$ cat src/rtl/core/rcps_pkg.sv
// ----------------------------------------------------------------------------
// rcps_pkg
// Types and constants shared by the reverse-complement palindrome scan:
// request and response payloads, register indexes, compare modes, and the
// controller-to-datapath command and status groups.
// ----------------------------------------------------------------------------
package rcps_pkg;

   localparam int unsigned POS_W  = 7;
   localparam int unsigned CODE_W = 3;
   localparam int unsigned CSR_W  = 7;
   localparam int unsigned CIDX_W = 2;

   localparam logic [CIDX_W-1:0] CSR_MIN_LENGTH   = 2'd0;
   localparam logic [CIDX_W-1:0] CSR_COMPARE_MODE = 2'd1;

   localparam logic [1:0] MODE_EQ = 2'd0;
   localparam logic [1:0] MODE_GE = 2'd1;
   localparam logic [1:0] MODE_LE = 2'd2;

   typedef struct packed {
      logic [CODE_W-1:0] base_code;
      logic              final_base;
   } req_type;

   typedef struct packed {
      logic             hit;
      logic [POS_W-1:0] pal_length;
      logic [POS_W-1:0] start_pos;
      logic [POS_W-1:0] end_pos;
      logic             scan_done;
   } rsp_type;

   typedef enum logic [2:0] {
      ST_IDLE,
      ST_INIT,
      ST_READ,
      ST_CMP,
      ST_EMIT
   } state_type;

   typedef struct packed {
      logic load;        // store the request's base
      logic rd;          // read the two bases around the current gap
      logic h_inc;       // the pair matched, widen the run
      logic emit;        // send this gap's result and move to the next gap
      logic emit_single; // send the result for a one-base sequence
   } cmd_type;

   typedef struct packed {
      logic n_lt2;
      logic bound_ok;
      logic pair_ok;
      logic last_gap;
   } status_type;

endpackage

$ cat src/rtl/core/rcps_ctrl.sv
// ----------------------------------------------------------------------------
// rcps_ctrl
// Sequencer for loading and scanning: accepts requests while idle, then walks
// each gap outward one base pair per read/compare step and emits its result.
// ----------------------------------------------------------------------------
module rcps_ctrl (
   input  logic                clock,
   input  logic                reset,
   input  logic                start,
   input  logic                final_base,
   input  rcps_pkg::status_type status,
   output rcps_pkg::cmd_type   cmd,
   output logic                busy
);

   rcps_pkg::state_type state_ff;
   rcps_pkg::state_type state_in;

   always_ff @(posedge clock) begin
      if (reset) begin
         state_ff <= rcps_pkg::ST_IDLE;
      end else begin
         state_ff <= state_in;
      end
   end

   always_comb begin
      state_in = state_ff;
      cmd      = '0;
      busy     = (state_ff != rcps_pkg::ST_IDLE);
      unique case (state_ff)
         rcps_pkg::ST_IDLE: begin
            if (start) begin
               cmd.load = 1'b1;
               if (final_base) begin
                  state_in = rcps_pkg::ST_INIT;
               end
            end
         end
         rcps_pkg::ST_INIT: begin
            if (status.n_lt2) begin
               cmd.emit_single = 1'b1;
               state_in        = rcps_pkg::ST_IDLE;
            end else begin
               state_in = rcps_pkg::ST_READ;
            end
         end
         rcps_pkg::ST_READ: begin
            // Stop growing once the run reaches either end of the sequence.
            if (status.bound_ok) begin
               cmd.rd   = 1'b1;
               state_in = rcps_pkg::ST_CMP;
            end else begin
               state_in = rcps_pkg::ST_EMIT;
            end
         end
         rcps_pkg::ST_CMP: begin
            if (status.pair_ok) begin
               cmd.h_inc = 1'b1;
               state_in  = rcps_pkg::ST_READ;
            end else begin
               state_in = rcps_pkg::ST_EMIT;
            end
         end
         rcps_pkg::ST_EMIT: begin
            cmd.emit = 1'b1;
            state_in = status.last_gap ? rcps_pkg::ST_IDLE : rcps_pkg::ST_READ;
         end
         default: begin
            state_in = rcps_pkg::ST_IDLE;
         end
      endcase
   end

endmodule

$ cat src/rtl/core/rcps_dpath.sv
// ----------------------------------------------------------------------------
// rcps_dpath
// Base store, gap and half-length counters, pairing test, length test and
// the registered response.
// ----------------------------------------------------------------------------
module rcps_dpath #(
   parameter int unsigned SEQ_DEPTH = 64
) (
   input  logic                               clock,
   input  logic                               reset,
   input  rcps_pkg::cmd_type                  cmd,
   input  rcps_pkg::req_type                  req_data,
   input  logic                               csr_we,
   input  logic [rcps_pkg::CIDX_W-1:0]        csr_index,
   input  logic [rcps_pkg::CSR_W-1:0]         csr_wdata,
   output rcps_pkg::status_type               status,
   output logic                               rsp_strobe,
   output rcps_pkg::rsp_type                  rsp_data
);

   localparam int unsigned ADDR_W = (SEQ_DEPTH > 1) ? $clog2(SEQ_DEPTH) : 1;
   localparam logic [rcps_pkg::POS_W-1:0] DEPTH_V = rcps_pkg::POS_W'(SEQ_DEPTH);

   logic [rcps_pkg::CODE_W-1:0] base_store_ff [SEQ_DEPTH];

   logic [rcps_pkg::POS_W-1:0] count_ff, count_in;
   logic [rcps_pkg::POS_W-1:0] n_ff, n_in;
   logic [rcps_pkg::POS_W-1:0] gap_ff, gap_in;
   logic [rcps_pkg::POS_W-1:0] h_ff, h_in;
   logic [rcps_pkg::POS_W-1:0] min_length_ff;
   logic [1:0]                 compare_mode_ff;
   logic [rcps_pkg::CODE_W-1:0] left_ff, right_ff;
   logic                       rsp_strobe_ff;
   rcps_pkg::rsp_type          rsp_ff, rsp_in;

   logic                       has_room;
   logic [rcps_pkg::POS_W-1:0] left_pos;
   logic [rcps_pkg::POS_W-1:0] right_pos;
   logic [rcps_pkg::POS_W-1:0] pal_len;
   logic [rcps_pkg::POS_W-1:0] thr;
   logic                       pass;

   assign has_room  = (count_ff < DEPTH_V);
   assign left_pos  = gap_ff - h_ff;
   assign right_pos = gap_ff + 7'd1 + h_ff;
   assign pal_len   = {h_ff[rcps_pkg::POS_W-2:0], 1'b0};
   assign thr       = (min_length_ff > DEPTH_V) ? DEPTH_V : min_length_ff;

   always_comb begin
      unique case (compare_mode_ff)
         rcps_pkg::MODE_EQ: pass = (pal_len == thr);
         rcps_pkg::MODE_GE: pass = (pal_len >= thr);
         rcps_pkg::MODE_LE: pass = (pal_len <= thr) && (pal_len != '0);
         default:           pass = 1'b0;
      endcase
   end

   // Complementary codes differ in both low bits (A/T and C/G); codes of
   // four and up never pair.
   assign status.pair_ok  = !left_ff[2] && !right_ff[2] && ((left_ff[1:0] ^ right_ff[1:0]) == 2'b11);
   assign status.bound_ok = (h_ff <= gap_ff) && (right_pos < n_ff);
   assign status.n_lt2    = (n_ff < 7'd2);
   assign status.last_gap = ((gap_ff + 7'd2) == n_ff);

   always_comb begin
      count_in = count_ff;
      n_in     = n_ff;
      gap_in   = gap_ff;
      h_in     = h_ff;
      if (cmd.load) begin
         if (req_data.final_base) begin
            n_in     = has_room ? count_ff + 7'd1 : count_ff;
            count_in = '0;
            gap_in   = '0;
            h_in     = '0;
         end else if (has_room) begin
            count_in = count_ff + 7'd1;
         end
      end
      if (cmd.h_inc) begin
         h_in = h_ff + 7'd1;
      end
      if (cmd.emit) begin
         gap_in = gap_ff + 7'd1;
         h_in   = '0;
      end
   end

   always_comb begin
      rsp_in = rsp_ff;
      if (cmd.emit_single) begin
         rsp_in.hit        = 1'b0;
         rsp_in.pal_length = '0;
         rsp_in.start_pos  = 7'd1;
         rsp_in.end_pos    = '0;
         rsp_in.scan_done  = 1'b1;
      end else if (cmd.emit) begin
         rsp_in.hit        = pass;
         rsp_in.pal_length = pal_len;
         rsp_in.start_pos  = left_pos + 7'd2;
         rsp_in.end_pos    = right_pos;
         rsp_in.scan_done  = status.last_gap;
      end
   end

   always_ff @(posedge clock) begin
      if (reset) begin
         count_ff        <= '0;
         n_ff            <= '0;
         gap_ff          <= '0;
         h_ff            <= '0;
         min_length_ff   <= '0;
         compare_mode_ff <= rcps_pkg::MODE_GE;
         rsp_strobe_ff   <= 1'b0;
      end else begin
         count_ff      <= count_in;
         n_ff          <= n_in;
         gap_ff        <= gap_in;
         h_ff          <= h_in;
         rsp_strobe_ff <= cmd.emit || cmd.emit_single;
         if (csr_we) begin
            if (csr_index == rcps_pkg::CSR_MIN_LENGTH) begin
               min_length_ff <= csr_wdata;
            end else if (csr_index == rcps_pkg::CSR_COMPARE_MODE) begin
               compare_mode_ff <= csr_wdata[1:0];
            end
         end
      end
   end

   always_ff @(posedge clock) begin
      rsp_ff <= rsp_in;
      if (cmd.load && has_room) begin
         base_store_ff[count_ff[ADDR_W-1:0]] <= req_data.base_code;
      end
      if (cmd.rd) begin
         left_ff  <= base_store_ff[left_pos[ADDR_W-1:0]];
         right_ff <= base_store_ff[right_pos[ADDR_W-1:0]];
      end
   end

   assign rsp_strobe = rsp_strobe_ff;
   assign rsp_data   = rsp_ff;

endmodule

$ cat src/rtl/core/reverse_complement_palindrome_scan.sv
// ----------------------------------------------------------------------------
// reverse_complement_palindrome_scan
// Loads a coded DNA sequence one base per request, then reports the even
// reverse-complement palindrome around every gap between neighboring bases.
// ----------------------------------------------------------------------------
// Requests are accepted while idle; a request flagged final_base starts the scan.
// Scan: a setup step, then per gap a read and a compare for each base pair until
// the run reaches an end of the sequence or a pair fails, then an emit step. Each
// result is on the ports in the cycle after its gap's emit step; busy falls with
// the last emit, so the final result shows in the first idle cycle, never stalled.
// Synchronous reset empties the sequence and sets min_length 0, compare_mode 1.
module reverse_complement_palindrome_scan #(
   parameter int unsigned SEQ_DEPTH = 64
) (
   input  logic                        clock,
   input  logic                        reset,
   input  logic                        start,
   output logic                        busy,
   input  rcps_pkg::req_type           req_data,
   output logic                        rsp_strobe,
   output rcps_pkg::rsp_type           rsp_data,
   input  logic                        csr_we,
   input  logic [rcps_pkg::CIDX_W-1:0] csr_index,
   input  logic [rcps_pkg::CSR_W-1:0]  csr_wdata
);

   rcps_pkg::cmd_type    cmd;
   rcps_pkg::status_type status;

   rcps_ctrl u_ctrl (
      .clock      (clock),
      .reset      (reset),
      .start      (start),
      .final_base (req_data.final_base),
      .status     (status),
      .cmd        (cmd),
      .busy       (busy)
   );

   rcps_dpath #(
      .SEQ_DEPTH (SEQ_DEPTH)
   ) u_dpath (
      .clock      (clock),
      .reset      (reset),
      .cmd        (cmd),
      .req_data   (req_data),
      .csr_we     (csr_we),
      .csr_index  (csr_index),
      .csr_wdata  (csr_wdata),
      .status     (status),
      .rsp_strobe (rsp_strobe),
      .rsp_data   (rsp_data)
   );

endmodule

$ cat config.mk
export PLATFORM = sky130hd
export DESIGN_NAME = reverse_complement_palindrome_scan
export DESIGN_NICKNAME = d
export VERILOG_FILES = /design/src/rtl/core/rcps_pkg.sv /design/src/rtl/core/rcps_ctrl.sv /design/src/rtl/core/rcps_dpath.sv /design/src/rtl/core/reverse_complement_palindrome_scan.sv
export SDC_FILE = /design/constraint.sdc
export NUM_CORES = 1
export LEC_CHECK = 0
export BUFFER_PORTS_ARGS = -buffer_cell sky130_fd_sc_hd__buf_2
export CORE_ASPECT_RATIO = 0.75
export CORE_MARGIN = 2
export CORE_UTILIZATION = 65
export DETAILED_ROUTE_END_ITERATION = 10
export PLACE_DENSITY = 0.87
export SETUP_SLACK_MARGIN = 0.02
export SYNTH_ARGS = -nofsm -noshare
export SYNTH_HDL_FRONTEND = slang
export SYNTH_HIERARCHICAL = 1
export SYNTH_SLANG_ARGS = --single-unit
$ cat constraint.sdc
create_clock -name clock -period 9.7 [get_ports clock]
set_clock_uncertainty 0.05 [all_clocks]
set_input_delay 0.97 -clock clock [delete_from_list [all_inputs] [get_ports clock]]
set_output_delay 0.97 -clock clock [all_outputs]
set_load 0.05 [all_outputs]
Word-level counts from Yosys, hierarchy flattened
Memories as Yosys holds them, arrays and structs flattened. A register that Yosys moved wholly into a read port is not among the register bits.
Index checks and enable logic that the tools add are counted.

operators by class
  add/subtract/negate cells = 7
  order comparisons = 7
  equal/unequal tests = 12
  muxes and demuxes = 26
  bitwise operators = 2
  reductions and logical operators = 24

operators by type and width
  kind                 number
  $mux 7               7
  $add 7x1->7 const B  3
  $pmux 3 s5           1
  $add 7x2->7 const B  2
  $eq 7x7->1           2
  $le 7x7->1           2
  $mux 3               4
  $mux 1               11
  $reduce_and 2->1     5
  $reduce_bool 2->1    4
  $add 7x7->7          1
  $ge 7x7->1           1
  $gt 7x7->1 const B   1
  $lt 7x2->1 const B   1
  $lt 7x7->1           1
  $lt 7x7->1 const B   1
  $reduce_bool 7->1    1
  $sub 7x7->7          1
  $eq 3x2->1 const B   2
  $logic_and 1x1->1    5
  $eq 2x1->1 const B   2
  $eq 2x2->1 const B   2
  $logic_not 2->1      2
  $mux 2               2
  12 further kinds     14

word-level totals
  register bits = 63
  bits in writable memories = 192
  input port bits = 17
  output and inout bits = 25
  word-level logic and storage cells = 92
  memories kept = 1

memory list
  name                   depth  width  rd ports  clocked after Yosys merged registers in  wr ports  line              source
  u_dpath.base_store_ff  64     3      2         2                                        1         rcps_dpath.sv:24  logic [rcps_pkg::CODE_W-1:0] base_store_ff [SEQ_DEPTH];

Depth between registers and ports, before layout
  word-level depth = 7
  depth in mapped cells = 14
  gate-level depth less buffers = 14

Cells and area by module
Netlist, hierarchy kept.

by module, submodules not included
  module      instances  cells an instance  area an instance (um^2)  seq. area each (um^2)
  rcps_dpath  1          909                13128.8                  7146.9
  rcps_ctrl   1          24                 198.9                    60.1

Worst setup path after synthesis
Ideal clock, no wire load.

  path kind = register -> register
  start point = register u_dpath/gap_ff[1] in the netlist's numbering
  end point = register u_dpath/left_ff[0] in the netlist's numbering (read register of u_dpath.base_store_ff), enable pin
  library setup time = 0.354 ns
  arrival time = 3.326 ns
  data required time = 9.296 ns
  path slack = 5.971 ns
  stages on the path, launching flop included = 11
  path buffers = 0
  period minus slack after synthesis = 3.729 ns
  cells stage by stage = dfxtp_1 > ha_1 > nand4_1 > xnor2_1 > ha_1 > or4b_2 > o2111ai_2 > ha_1 > a311oi_1 > and2b_2 > nor2b_1

RTL lines
  item                      line               source
  start: declaration        rcps_dpath.sv:28   logic [rcps_pkg::POS_W-1:0] gap_ff, gap_in;
  start signal: assignment  rcps_dpath.sv:118  gap_ff <= gap_in;
  end: declaration          rcps_dpath.sv:32   logic [rcps_pkg::CODE_W-1:0] left_ff, right_ff;

==> flow_metrics.tcl <==
set metrics [dict create \
    status "complete, no violations" \
    slew_headroom 0.219 \
    syn_avg_cell_area_um2 14.3 \
    fmaxAchievable_ghz 0.221 \
    yosysSeqAreaShare 0.541 \
    grt_pass1_wl_um 50800 \
    setup_tns_ps 0 \
    ys_ff_latch 261 \
    io_buffers 40 \
    wl_met1_um 12500 \
    worst_path_largest_cell_delay_ps 930 \
    synth_edf_count 198 \
    place_hpwl_um 20800 \
    cp_common_cell "ha_1" \
    dieArea_um2 21700 \
    ir_drop_mv 0.157 \
    crit_path_start_kind "flip-flop" \
    total_power_uw 2470 \
    cts_setup_buffers 0 \
    hold_viol_final 0 \
    antenna_cells 0 \
    drive_gt1_frac 0.219 \
    final_common_cell "edfxtp_1" \
    hold_class "reg -> reg" \
    core_area_um2 20200 \
    worst_pin_slew_ps 1170 \
    setup_viol 0 \
    rsz0062_at_grt "no" \
    synth.area.mux_share 0.234 \
    postCtsResizedCells 0 \
    drv_slew 0 \
    dieWidth_um 169 \
    num_rows 45 \
    drv_cap 0 \
    drt_pre_antenna_iters 6 \
    syn2layout_area_growth_pct 8.61 \
    synth_nets 983 \
    wl_per_cell_um 26.7 \
    syn_area_um2 13300 \
    numClockSinks 261 \
    gp_congestion 0.874 \
    synth_cell_types 66 \
    required_ps 9830 \
    grt_overflow 0 \
    hold_buffers 0 \
    synth_top_family_by_area "multiplexers" \
    wl_met3_um 4070 \
    syn-instance-count 933 \
    synth_compound_area_frac 0.0517 \
    cts_tree "built" \
    min_period_ps 4530 \
    synth_simple_gate_area_frac 0.0906 \
    layout_common_cells "198 x edfxtp_1, 141 x nor2_1, 104 x mux4_2, 63 x dfxtp_1, 41 x mux2i_1" \
    path_clk_slew_ps 70 \
    grt_pass1_vias 8567 \
    crit_slowest_cell "xnor2_2" \
    final_core_util 0.718 \
    track_usage 0.315 \
    htreeDepth 1 \
    ant_nets 0 \
    cts-root-buf "clkbuf_16" \
    synthXorXnorAreaFrac 0.0200 \
    drt_iter0_markers 1368 \
    finalWirelength_um 32700 \
    io_pins 42 \
    clock_latency_ps 550 \
    synth_flop_cell "edfxtp_1" \
    synth-async-reset-ratio 0 \
    grt_start_max_net_pins 67 \
    power_leakage_uw 0.00496 \
    antenna_found_initial 0 \
    fin_nets 1003 \
    synth_adder_area_share 0.0321 \
    highest_layer "met4" \
    met2WireLength_um 15000 \
    cp-end-kind "flip-flop" \
    critPathKind "reg -> reg" \
    fp.dieH_um 128 \
    cp_cell_sequence "ha_1 -> nand2_1 -> xnor2_1 -> ha_1 -> xnor2_2 -> ha_1 -> a21o_1 -> a21o_1 -> a311oi_1 -> and2b_2 -> nor2b_1" \
    drc 0 \
    start_util 0.661 \
    crit_arrival_ps 4670 \
    num_vias 8715 \
    ys_warn_count 6 \
    numCtsBuffers 25 \
    period_share 0.467 \
    clockBufferDepth 3 \
    pwr_density_cell_nw_per_um2 171 \
    crit_fanout 14 \
    via_per_inst 7.10 \
]
[cells by family after synthesis]
logic type	count (synthesis)
flops	261
fa+ha+maj	33
other cells	1
compound gates	101
simple gates	262
mux	161
xor+xnor	28
buf+inv	86
[cell usage after synthesis (all sizes together), types with 3 or more instances]
library cell  instances  share of area
nor2b                 8         0.0038
nand4                 7         0.0033
nor3b                 3         0.0017
nand3                10         0.0038
nand3b                5         0.0028
xnor2                17          0.012
nand2                36          0.010
clkbuf               30         0.0084
nor4b                 3         0.0020
nor2                142          0.041
or3                   6         0.0032
edfxtp              198           0.45
mux2                  4         0.0034
inv                  29         0.0082
a21oi                32          0.013
nor3                 14         0.0053
dfxtp                63          0.095
xor2                 10         0.0066
a21o                 11         0.0062
nand2b               11         0.0052
o211ai                4         0.0023
ha                   31          0.029
mux2i                41          0.031
and3                  4         0.0019
a22oi                 3         0.0017
o21ai                11         0.0041
and2                  6         0.0028
a211oi               16         0.0090
mux4                116           0.20
buf                  26          0.014
[power breakdown]
group          internal, uW  switching, uW
sequential             1230           18.4
clock                   566            426
combinational          68.4            164
[worst max-delay path, delay by kind of cell (launching register included)]
kind	cells	cell delay (ps)
compound gates	3	660
simple gates	3	800
flops	1	530
fa+ha+maj	3	1010
xor+xnor	2	1130
[metal layers]
metal  global-route usage  up-vias
li1                     -     3665
met1                0.457     4315
met2                0.490      633
met3               0.0614      102
met4                0.109        0
met5                    0        -
[registers in the layout (all words and copies together), names as in the netlist]
signal / cells
u_dpath/count_ff: 7
u_dpath/base_store_ff: 192
u_dpath/right_ff: 3
u_dpath/min_length_ff: 7
u_dpath/h_ff: 7
u_dpath/rsp_data: 22
u_dpath/n_ff: 7
u_dpath/gap_ff: 7
u_dpath/left_ff: 3
u_dpath/compare_mode_ff: 2
u_dpath/rsp_strobe: 1
u_ctrl/state_ff: 3
[cell type report]
cell class	count	area (um^2)
Multi-Input combinational cell	586	5750
Timing Repair Buffer	49	268
Tap cell	258	323
Fill cell	1248	5680
Sequential cell	261	7210
Inverter	30	113
Clock buffer	32	663
Clock inverter	12	153
[path summary, 6_finish.rpt]
| check | from | end | slack, ps | cells after the start |
|---|---|---|---|---|
| hold reg to reg | u_dpath/rsp_data[7] | u_dpath/rsp_data[7] | 420 | 2 |
| setup reg to reg | u_dpath/gap_ff[1] | u_dpath/right_ff[0] | 5170 | 11 |
| setup / recovery | u_dpath/gap_ff[1] | u_dpath/right_ff[0] | 5170 | 11 |
| hold / removal | u_dpath/rsp_data[7] | u_dpath/rsp_data[7] | 420 | 2 |
[metrics by stage]
step	cell area [um^2]	cells	setup slack [ps]	hold WS, ps
finish	14500	1228	5170	421
global route	14500	1228	4900	440
CTS	14500	1228	5200	422
detailed placement	13700	1184	5230	411
global placement	13700	1184	5370	408
floorplan	13300	933	5970	411
No activity file was read; power rests on OpenSTA's default activity.
